File: src/design/tst_pkg.sv
// Shared types and constants for the timed session table.
// Depends on nothing; every other design file imports it.
`default_nettype none

package tst_pkg;

  localparam int          TABLE_ENTRIES_DEFAULT = 8;
  localparam int          TIME_W                = 48;
  localparam int          LIFE_W                = 32;
  localparam int          SLOT_W                = 3;
  localparam int          COUNT_W               = 4;
  localparam logic [31:0] LIFETIME_RESET        = 32'd43200000;
  localparam logic [3:0]  COUNT_MAX             = 4'hF;

  typedef enum logic [1:0] {
    ACT_VALIDATE = 2'd0,
    ACT_CREATE   = 2'd1,
    ACT_DROP     = 2'd2,
    ACT_COUNT    = 2'd3
  } action_t;

  typedef struct packed {
    action_t             action;
    logic [TIME_W-1:0]   now_time;
    logic [31:0]         client_addr;
    logic                token_present;
    logic [63:0]         token_high;
    logic [63:0]         token_low;
    logic [63:0]         agent_high;
    logic [63:0]         agent_low;
  } req_t;

  typedef struct packed {
    logic                granted;
    logic [SLOT_W-1:0]   slot_index;
    logic [COUNT_W-1:0]  live_count;
  } rsp_t;

  typedef struct packed {
    logic [TIME_W-1:0]   expiry;
    logic [31:0]         addr;
    logic [63:0]         token_high;
    logic [63:0]         token_low;
    logic [63:0]         agent_high;
    logic [63:0]         agent_low;
  } entry_t;

  typedef struct packed {
    logic start;
    logic scan;
    logic write;
    logic load_out;
  } dp_cmd_t;

  typedef struct packed {
    logic scan_done;
    logic out_busy;
  } dp_status_t;

endpackage

`default_nettype wire

File: src/design/tst_req_if.sv
// Request channel of the timed session table: valid, ready and payload.
// Depends on tst_pkg for the payload type.
`default_nettype none

interface tst_req_if import tst_pkg::*; ();
  logic valid;
  logic ready;
  req_t payload;

  modport source (output valid, output payload, input ready);
  modport sink   (input valid, input payload, output ready);
endinterface

`default_nettype wire

File: src/design/tst_rsp_if.sv
// Response channel of the timed session table: valid, ready and payload.
// Depends on tst_pkg for the payload type.
`default_nettype none

interface tst_rsp_if import tst_pkg::*; ();
  logic valid;
  logic ready;
  rsp_t payload;

  modport source (output valid, output payload, input ready);
  modport sink   (input valid, input payload, output ready);
endinterface

`default_nettype wire

File: src/design/tst_ctrl.sv
// Sequencer of the timed session table: accept, scan, write back, respond.
// Depends on tst_pkg for the command and status structs.
`default_nettype none

module tst_ctrl import tst_pkg::*; (
  input  logic       clk,
  input  logic       rst,
  input  logic       req_valid,
  output logic       req_ready,
  input  dp_status_t status,
  output dp_cmd_t    cmd
);

  typedef enum logic [3:0] {
    S_IDLE  = 4'b0001,
    S_SCAN  = 4'b0010,
    S_WRITE = 4'b0100,
    S_RESP  = 4'b1000
  } state_t;

  state_t state;
  state_t state_next;

  always_ff @(posedge clk) begin
    if (rst) begin
      state <= S_IDLE;
    end else begin
      state <= state_next;
    end
  end

  always_comb begin
    state_next = state;
    cmd        = '0;
    req_ready  = 1'b0;
    unique case (state)
      S_IDLE: begin
        req_ready = 1'b1;
        if (req_valid) begin
          cmd.start  = 1'b1;
          state_next = S_SCAN;
        end
      end
      S_SCAN: begin
        cmd.scan = 1'b1;
        if (status.scan_done) begin
          state_next = S_WRITE;
        end
      end
      S_WRITE: begin
        cmd.write  = 1'b1;
        state_next = S_RESP;
      end
      S_RESP: begin
        if (!status.out_busy) begin
          cmd.load_out = 1'b1;
          state_next   = S_IDLE;
        end
      end
      default: begin
        state_next = S_IDLE;
      end
    endcase
  end

endmodule

`default_nettype wire

File: src/design/tst_dpath.sv
// Datapath of the timed session table: entry memory, valid bits, scan logic,
// lifetime register and response register. Depends on tst_pkg.
`default_nettype none

module tst_dpath import tst_pkg::*; #(
  parameter int TABLE_ENTRIES = TABLE_ENTRIES_DEFAULT
) (
  input  logic              clk,
  input  logic              rst,
  input  logic              cfg_write_en,
  input  logic [LIFE_W-1:0] cfg_write_data,
  input  req_t              req_payload,
  input  logic              rsp_ready,
  output logic              rsp_valid,
  output rsp_t              rsp_payload,
  input  dp_cmd_t           cmd,
  output dp_status_t        status
);

  localparam int IW = (TABLE_ENTRIES > 1) ? $clog2(TABLE_ENTRIES) : 1;
  localparam int CW = $clog2(TABLE_ENTRIES + 1);
  localparam logic [CW-1:0] LAST_CNT = CW'(TABLE_ENTRIES);

  entry_t              mem [TABLE_ENTRIES];
  entry_t              rd_data;
  logic [TABLE_ENTRIES-1:0] valid;
  logic [TABLE_ENTRIES-1:0] valid_next;
  req_t                req_q;
  logic [LIFE_W-1:0]   lifetime;

  logic [CW-1:0]       rd_cnt;
  logic                rd_more;
  logic                eval_vld;
  logic [IW-1:0]       eval_idx;
  logic                hit;
  logic                hit_next;
  logic                found;
  logic                found_next;
  logic [IW-1:0]       sel;
  logic [IW-1:0]       sel_next;
  logic [TIME_W:0]     oldest;
  logic [TIME_W:0]     oldest_next;
  logic [COUNT_W-1:0]  live_cnt;
  logic [COUNT_W-1:0]  live_next;

  logic                cur_v;
  logic                expired;
  logic                cur_live;
  logic                full_match;
  logic                tok_match;
  logic [TIME_W:0]     exp_sum;
  logic [TIME_W-1:0]   exp_new;
  logic                we;
  entry_t              wdata;
  logic                granted;
  logic [IW+SLOT_W-1:0] sel_wide;

  assign rd_more  = (rd_cnt != LAST_CNT);
  assign cur_v    = valid[eval_idx];
  assign expired  = (rd_data.expiry <= req_q.now_time);
  assign cur_live = cur_v && !expired;
  assign tok_match = (rd_data.token_high == req_q.token_high) &&
                     (rd_data.token_low  == req_q.token_low);
  assign full_match = tok_match &&
                      (rd_data.addr       == req_q.client_addr) &&
                      (rd_data.agent_high == req_q.agent_high) &&
                      (rd_data.agent_low  == req_q.agent_low);

  assign exp_sum = {1'b0, req_q.now_time} + (TIME_W + 1)'(lifetime);
  assign exp_new = exp_sum[TIME_W] ? {TIME_W{1'b1}} : exp_sum[TIME_W-1:0];

  assign we = cmd.write && (((req_q.action == ACT_VALIDATE) && hit) ||
                            (req_q.action == ACT_CREATE));
  assign wdata = '{expiry:     exp_new,
                   addr:       req_q.client_addr,
                   token_high: req_q.token_high,
                   token_low:  req_q.token_low,
                   agent_high: req_q.agent_high,
                   agent_low:  req_q.agent_low};

  assign granted  = ((req_q.action == ACT_VALIDATE) && hit) ||
                    (req_q.action == ACT_CREATE);
  assign sel_wide = {{SLOT_W{1'b0}}, sel};

  assign status.scan_done = (rd_cnt == LAST_CNT) && eval_vld;
  assign status.out_busy  = rsp_valid && !rsp_ready;

  always_comb begin
    valid_next  = valid;
    hit_next    = hit;
    found_next  = found;
    sel_next    = sel;
    oldest_next = oldest;
    live_next   = live_cnt;
    if (cmd.scan && eval_vld) begin
      unique case (req_q.action)
        ACT_VALIDATE: begin
          if (req_q.token_present && !hit) begin
            if (cur_v && expired) begin
              valid_next[eval_idx] = 1'b0;
            end else if (cur_live && full_match) begin
              hit_next = 1'b1;
              sel_next = eval_idx;
            end
          end
        end
        ACT_CREATE: begin
          if (!found) begin
            if (!cur_live) begin
              found_next = 1'b1;
              sel_next   = eval_idx;
            end else if ({1'b0, rd_data.expiry} < oldest) begin
              oldest_next = {1'b0, rd_data.expiry};
              sel_next    = eval_idx;
            end
          end
        end
        ACT_DROP: begin
          if (req_q.token_present && cur_v && tok_match) begin
            valid_next[eval_idx] = 1'b0;
          end
        end
        ACT_COUNT: begin
          if (cur_live && (live_cnt != COUNT_MAX)) begin
            live_next = live_cnt + COUNT_W'(1);
          end
        end
      endcase
    end
    if (cmd.write && (req_q.action == ACT_CREATE)) begin
      valid_next[sel] = 1'b1;
    end
  end

  always_ff @(posedge clk) begin
    if (cmd.scan && rd_more) begin
      rd_data <= mem[rd_cnt[IW-1:0]];
    end
    if (we) begin
      mem[sel] <= wdata;
    end
  end

  always_ff @(posedge clk) begin
    if (cmd.start) begin
      req_q  <= req_payload;
      oldest <= {1'b1, {TIME_W{1'b0}}};
    end else begin
      oldest <= oldest_next;
    end
    sel <= sel_next;
    if (cmd.scan && rd_more) begin
      eval_idx <= rd_cnt[IW-1:0];
    end
    if (cmd.load_out) begin
      rsp_payload.granted    <= granted;
      rsp_payload.slot_index <= granted ? sel_wide[SLOT_W-1:0] : '0;
      rsp_payload.live_count <= (req_q.action == ACT_COUNT) ? live_cnt : '0;
    end
  end

  always_ff @(posedge clk) begin
    if (rst) begin
      lifetime  <= LIFETIME_RESET;
      valid     <= '0;
      rd_cnt    <= '0;
      eval_vld  <= 1'b0;
      hit       <= 1'b0;
      found     <= 1'b0;
      live_cnt  <= '0;
      rsp_valid <= 1'b0;
    end else begin
      if (cfg_write_en) begin
        lifetime <= cfg_write_data;
      end
      valid <= valid_next;
      if (cmd.start) begin
        rd_cnt   <= '0;
        eval_vld <= 1'b0;
        hit      <= 1'b0;
        found    <= 1'b0;
        live_cnt <= '0;
      end else begin
        hit      <= hit_next;
        found    <= found_next;
        live_cnt <= live_next;
        if (cmd.scan) begin
          rd_cnt   <= rd_cnt + CW'(rd_more);
          eval_vld <= rd_more;
        end
      end
      if (cmd.load_out) begin
        rsp_valid <= 1'b1;
      end else if (rsp_ready) begin
        rsp_valid <= 1'b0;
      end
    end
  end

  a_hit_only_validate: assert property (@(posedge clk) disable iff (rst)
    hit |-> (req_q.action == ACT_VALIDATE))
    else $error("hit flag set outside validate");

  a_create_sets_valid: assert property (@(posedge clk) disable iff (rst)
    (cmd.write && (req_q.action == ACT_CREATE)) |=> valid[$past(sel)])
    else $error("created entry not marked valid");

  a_scan_bound: assert property (@(posedge clk) disable iff (rst)
    rd_cnt <= LAST_CNT)
    else $error("scan counter beyond table");

  a_count_bound: assert property (@(posedge clk) disable iff (rst)
    (32'(live_cnt) <= TABLE_ENTRIES) || (live_cnt == COUNT_MAX))
    else $error("live count exceeds table size");

  a_no_scan_write: assert property (@(posedge clk) disable iff (rst)
    !(cmd.scan && cmd.write))
    else $error("scan and write-back overlap");

endmodule

`default_nettype wire

File: src/design/timed_session_table_unit.sv
// Top level of the timed session table: controller plus datapath.
// Depends on tst_pkg, tst_req_if, tst_rsp_if, tst_ctrl and tst_dpath.
//
//   port            dir   handshake          content
//   req             in    valid / ready      action, time, address, token, agent
//   rsp             out   valid / ready      granted, slot_index, live_count
//   cfg_write_*     in    write enable only  lifetime_ticks
//
// Each request runs from acceptance to a loaded response in these steps: one
// read of the entry memory per cycle, with the evaluation of each entry one
// register behind, then one write-back state and one load state.
// One request is in flight at a time; the next is taken as soon as the
// response is loaded, even while that response still waits in its register.
// A stalled response holds the sequencer before loading the next one.
// Reset clears the valid bits at once; no clearing pass is needed.
`default_nettype none

module timed_session_table_unit import tst_pkg::*; #(
  parameter int TABLE_ENTRIES = TABLE_ENTRIES_DEFAULT
) (
  input  logic              clk,
  input  logic              rst,
  input  logic              cfg_write_en,
  input  logic [LIFE_W-1:0] cfg_write_data,
  tst_req_if.sink           req,
  tst_rsp_if.source         rsp
);

  dp_cmd_t    cmd;
  dp_status_t status;

  tst_ctrl u_ctrl (
    .clk       (clk),
    .rst       (rst),
    .req_valid (req.valid),
    .req_ready (req.ready),
    .status    (status),
    .cmd       (cmd)
  );

  tst_dpath #(
    .TABLE_ENTRIES (TABLE_ENTRIES)
  ) u_dpath (
    .clk            (clk),
    .rst            (rst),
    .cfg_write_en   (cfg_write_en),
    .cfg_write_data (cfg_write_data),
    .req_payload    (req.payload),
    .rsp_ready      (rsp.ready),
    .rsp_valid      (rsp.valid),
    .rsp_payload    (rsp.payload),
    .cmd            (cmd),
    .status         (status)
  );

endmodule

`default_nettype wire
File: src/flat_wrapper.sv
// flat-port wrapper written by rule: the top's interface ports become plain ports
module timed_session_table_unit_flat import tst_pkg::*;
#(
  parameter int TABLE_ENTRIES = TABLE_ENTRIES_DEFAULT
)
  (clk, rst, cfg_write_en, cfg_write_data, req_valid, req_payload, req_ready, rsp_valid, rsp_payload, rsp_ready);
  tst_req_if req_i ();
  tst_rsp_if rsp_i ();
  input  logic clk;
  input  logic rst;
  input  logic cfg_write_en;
  input  logic [LIFE_W-1:0] cfg_write_data;
  input wire logic [$bits(req_i.valid)-1:0] req_valid;
  input wire logic [$bits(req_i.payload)-1:0] req_payload;
  output wire logic [$bits(req_i.ready)-1:0] req_ready;
  output wire logic [$bits(rsp_i.valid)-1:0] rsp_valid;
  output wire logic [$bits(rsp_i.payload)-1:0] rsp_payload;
  input wire logic [$bits(rsp_i.ready)-1:0] rsp_ready;
  assign req_i.valid = req_valid;
  assign req_i.payload = req_payload;
  assign req_ready = req_i.ready;
  assign rsp_valid = rsp_i.valid;
  assign rsp_payload = rsp_i.payload;
  assign rsp_i.ready = rsp_ready;
  timed_session_table_unit #(.TABLE_ENTRIES(TABLE_ENTRIES)) u_core (.clk(clk), .rst(rst), .cfg_write_en(cfg_write_en), .cfg_write_data(cfg_write_data), .req(req_i), .rsp(rsp_i));
endmodule
File: config.mk
export PLATFORM = sky130hd
export DESIGN_NAME = timed_session_table_unit_flat
export DESIGN_NICKNAME = d
export VERILOG_FILES = /design/src/design/tst_pkg.sv /design/src/design/tst_req_if.sv /design/src/design/tst_rsp_if.sv /design/src/design/tst_ctrl.sv /design/src/design/tst_dpath.sv /design/src/design/timed_session_table_unit.sv /design/src/flat_wrapper.sv
export SDC_FILE = /design/constraint.sdc
export NUM_CORES = 2
export LEC_CHECK = 0
export BUFFER_PORTS_ARGS = -buffer_cell sky130_fd_sc_hd__buf_2
export CAP_MARGIN = 25
export CORE_UTILIZATION = 56
export DETAILED_ROUTE_END_ITERATION = 8
export GPL_TIMING_DRIVEN = 0
export PLACE_DENSITY = 0.76
export SETUP_SLACK_MARGIN = 0.02
export SYNTH_ARGS = -nofsm -noshare
export SYNTH_HDL_FRONTEND = slang
export SYNTH_SLANG_ARGS = --single-unit
export TNS_END_PERCENT = 10
File: constraint.sdc
create_clock -name clk -period 23 [get_ports clk]
set_input_delay 1.15 -clock clk [delete_from_list [all_inputs] [get_ports clk]]
set_output_delay 1.15 -clock clk [all_outputs]
set_load 0.005 [all_outputs]
==> out/qor.log <==
INFO  grt            grt_util_all_layers=0.276
INFO  detailed_routing postRouteAntennaNets=0
INFO  layout         final_layout_size_suffix_gt1_frac=0.292
INFO  setup_path     timing.critical_path.fanout_max=24
INFO  timing         final.min_clock_period=5040ps
INFO  grt            grt_remaining_overflow=0
INFO  synth          avgSynthCellArea=21.5squm
INFO  clock_tree     cts_setup_buffers=0
INFO  placement      place.port_buffers=384
INFO  synth          synthFlopType=sky130_fd_sc_hd__edfxtp_1
INFO  layout         final_net_count=7705
INFO  layout         finish.utilization=0.658
INFO  detailed_routing drt_pass1_iterations=5
INFO  setup_path     worst_setup_path_start_kind=flip-flop
INFO  timing         timing.final.setup_violations=0
INFO  floorplanning  dieArea=240000squm
INFO  clock_tree     tritoncts_sinks=3482
INFO  timing         relSlewSlack=0.260
INFO  floorplanning  dieHeight=490microns
INFO  timing         final_max_slew_viol_count=0
INFO  layout         area.growth.synth_to_final=16.3%
INFO  setup_path     cp_data_arrival_time=5680ps
INFO  detailed_routing routed_wirelength=333mm
INFO  layout         post_layout_nonfiller_instances=10600
INFO  clock_tree     clkLatencyLatePin=990ps
INFO  setup_path     timing_worst_setup_path_type=flip-flop to flip-flop
INFO  floorplanning  fp.dieW=490microns
INFO  synth          syn-cell-area=134000squm
INFO  clock_tree     holdBufCountCts=0
INFO  job            maxCapViolations=0
INFO  synth          synth-seq-area-share=0.775
INFO  power_and_ir_drop power.total=13600uW
INFO  clock_tree     cts_resized=0
INFO  synth          yosysWarningCount=0
INFO  placement      hpwl=217mm
INFO  setup_path     endpoint_kind=flip-flop
INFO  timing         grt_setup_unrepaired=no
INFO  detailed_routing avgRoutedWirePerCell=31.3microns
INFO  power_and_ir_drop pwr_density_cell=87.6nW/um^2
INFO  floorplanning  design.core.area=236000squm
INFO  timing         min_period_over_period=0.219
INFO  placement      finalWeightedCongestion=0.905
INFO  grt            largest_net_degree_at_the_start_of_global_routing=93
INFO  detailed_routing vias=66900
INFO  clock_tree     clkTransAtPathRegs=60ps
INFO  floorplanning  fp-row-count=178
INFO  synth          post_synth_inst_count=6208
INFO  synth          number_of_enable_type_register_cells_in_the_synthesized_netlist=3377
INFO  detailed_routing routed_via_density=6.30
INFO  synth          asyncSetResetFlopFracSynth=0
INFO  grt            first_global_vias=67300
INFO  timing         least_margin_pin_slew=1080ps
INFO  synth          mappedNetlistNets=6715
INFO  layout         filler_cell_count=14500
INFO  timing         finalClockSkew=81.8ps
INFO  power_and_ir_drop vdd.ir_drop.worst=79.6uV
INFO  floorplanning  design.portCount=386
INFO  min_path       hold_class=input port to flip-flop
INFO  timing         max_freq=198MHz
INFO  grt            grt_pass1_wl=473mm
INFO  power_and_ir_drop leakagePower=0.0495uW
INFO  setup_path     cp_data_required_time=23650ps
INFO  synth          ys_types=74
INFO  clock_tree     tritoncts_clock_tree=done
INFO  detailed_routing drc_errors=0
INFO  synth          yosys_register_bits=3482
INFO  detailed_routing drtIter0Drc=8250
INFO  clock_tree     clock_tree.htree_level_count=5
INFO  placement      numPlacedInstances=9953
INFO  clock_tree     cts_made_buffers=354
INFO  outcome        outcome=finished clean
INFO  timing         hold_viol=0
INFO  clock_tree     clockRootBuffer=sky130_fd_sc_hd__clkbuf_16
INFO  clock_tree     max-clock-path-buffers=4
INFO  grt            grt_antenna_before_repair=27
INFO  floorplanning  floorplan.initialDensity=0.566
critical path: stages (launching register included):
cell                       delay, ps
sky130_fd_sc_hd__dfxtp_1         370
sky130_fd_sc_hd__clkbuf_1        690
sky130_fd_sc_hd__clkbuf_1        380
sky130_fd_sc_hd__buf_8           220
sky130_fd_sc_hd__buf_1           670
sky130_fd_sc_hd__nor4b_1         290
sky130_fd_sc_hd__nor2_4          780
sky130_fd_sc_hd__buf_12          280
sky130_fd_sc_hd__buf_12          230
sky130_fd_sc_hd__buf_12          230
sky130_fd_sc_hd__buf_12          240
sky130_fd_sc_hd__buf_12          220
cell usage in the layout, fill, tap and decap left out, drive strengths merged, types with 17 or more instances in the layout:
cell	instances
edfxtp	3377
a21oi	74
nand2b	35
nand4	76
nor2	85
mux2	339
xor2	63
nand3	22
ha	130
clkbuf	528
nor4	34
bufinv	36
xnor2	185
inv	169
mux4	672
nand2	198
dfxtp	105
o21ai	47
clkinv	155
o22ai	22
mux2i	89
a2111oi	17
buf	749
nor2b	48
nor3	23
a21o	33
logic make-up (layout without fill, tap and decap cells):
logic type	Yosys count	count (layout)	synth area share
AO/OA/AOI/OAI	289	289	0.0148
XOR/XNOR	248	248	0.0163
adder cells (fa/ha/maj)	131	131	0.0123
buffers and inverters	389	1649	0.0113
flip-flops	3482	3482	0.775
multiplexers	1100	1100	0.149
other	0	4	0
AND/OR/NAND/NOR	569	569	0.0217
per-layer routing:
metal,global-route usage,vias up,part of all wire
li1,-,27400,-
met1,0.379,34700,0.38
met2,0.436,4094,0.48
met3,0.0590,624,0.10
met4,0.106,12,0.040
met5,0,-,0.00023
registers in the layout, summed over array words and instances (netlist names), 8 cells and up:
register / count
u_core.u_dpath.oldest: 49
u_core.u_dpath.valid: 8
u_core.u_dpath.lifetime: 32
u_core.u_dpath.mem: 2688
u_core.u_dpath.req_q: 339
u_core.u_dpath.rd_data: 336
u_core.u_dpath.rsp_payload: 8
final cells by class:
type	instances	area (sq um)	share of cell area
Clock buffer	415	9240	0.0595
Tap cell	3150	3940	0.0254
Antenna cell	4	10.0	0.0000645
Timing Repair Buffer	634	6460	0.0416
Multi-Input combinational cell	2337	28600	0.184
Inverter	161	612	0.00394
Buffer	228	905	0.00583
Sequential cell	3482	104000	0.667
Clock inverter	211	1970	0.0127
synth_stat cells, types with 5 or more instances:
cell type / number / share of area
sky130_fd_sc_hd__nand3_1: 22 / 0.00082
sky130_fd_sc_hd__a21o_1: 33 / 0.0019
sky130_fd_sc_hd__buf_2: 11 / 0.00041
sky130_fd_sc_hd__a31oi_1: 9 / 0.00042
sky130_fd_sc_hd__nor4_1: 33 / 0.0015
sky130_fd_sc_hd__a2111oi_0: 16 / 0.0010
sky130_fd_sc_hd__a221oi_1: 8 / 0.00052
sky130_fd_sc_hd__xnor2_1: 185 / 0.012
sky130_fd_sc_hd__o22ai_1: 22 / 0.0010
sky130_fd_sc_hd__and3_1: 8 / 0.00037
sky130_fd_sc_hd__inv_1: 161 / 0.0045
sky130_fd_sc_hd__and4_1: 5 / 0.00033
sky130_fd_sc_hd__or3_1: 6 / 0.00028
sky130_fd_sc_hd__nor3_1: 23 / 0.00086
sky130_fd_sc_hd__ha_1: 130 / 0.012
sky130_fd_sc_hd__mux2i_1: 89 / 0.0067
sky130_fd_sc_hd__o21a_1: 9 / 0.00051
sky130_fd_sc_hd__nand2b_1: 35 / 0.0016
sky130_fd_sc_hd__o2111ai_1: 7 / 0.00046
sky130_fd_sc_hd__nand4_1: 76 / 0.0036
sky130_fd_sc_hd__mux2_2: 338 / 0.029
sky130_fd_sc_hd__xor2_1: 63 / 0.0041
sky130_fd_sc_hd__edfxtp_1: 3377 / 0.76
sky130_fd_sc_hd__mux4_2: 672 / 0.11
sky130_fd_sc_hd__a21oi_1: 74 / 0.0028
sky130_fd_sc_hd__nand2_1: 198 / 0.0056
sky130_fd_sc_hd__clkbuf_1: 112 / 0.0031
sky130_fd_sc_hd__nor2b_1: 48 / 0.0022
sky130_fd_sc_hd__a211oi_1: 12 / 0.00067
sky130_fd_sc_hd__o21ai_0: 42 / 0.0016
sky130_fd_sc_hd__dfxtp_1: 105 / 0.016
sky130_fd_sc_hd__and2_1: 5 / 0.00023
sky130_fd_sc_hd__buf_1: 100 / 0.0028
sky130_fd_sc_hd__nor2_1: 85 / 0.0024
sky130_fd_sc_hd__o211ai_1: 9 / 0.00051
sky130_fd_sc_hd__o31ai_1: 5 / 0.00028
sky130_fd_sc_hd__a2111o_1: 12 / 0.0010
worst paths after layout:
kind	endpoint	from	slack, ps	cells past startpoint
worst min-delay path	u_core.u_dpath.req_q[168]$_DFFE_PP_	req_payload[168]	340	1
worst max-delay path	u_core.u_dpath.rd_data[184]$_DFFE_PP_	u_core.u_dpath.rd_cnt[0]$_SDFFE_PP0N_	17960	11
worst min register to register	u_core.u_dpath.sel[1]$_DFFE_PP_	u_core.u_dpath.eval_idx[1]$_DFFE_PP_	450	0
worst max register to register	u_core.u_dpath.rd_data[184]$_DFFE_PP_	u_core.u_dpath.rd_cnt[0]$_SDFFE_PP0N_	17960	11
report_power, final:
group / switching (uW) / leakage, uW / internal (uW)
logic: 399 / 0.0126 / 225
registers: 174 / 0.0314 / 7180
clock network: 2360 / 0.00549 / 3270
total: 2930 / 0.0495 / 10700
stage by stage:
step / setup WS, ps / cell area, sq um / TNS [ps] / hold WS, ps
5_1_grt: 17770 / 155000 / 0 / 307
2_1_floorplan: -2440 / 134000 / -819270 / 406
3_3_place_gp: -26560 / 139000 / - / 416
3_5_place_dp: 17680 / 143000 / 0 / 435
4_1_cts: 17590 / 155000 / 0 / 282
6_report: 17960 / 155000 / 0 / 338
Power figures use the tool's default switching activity.
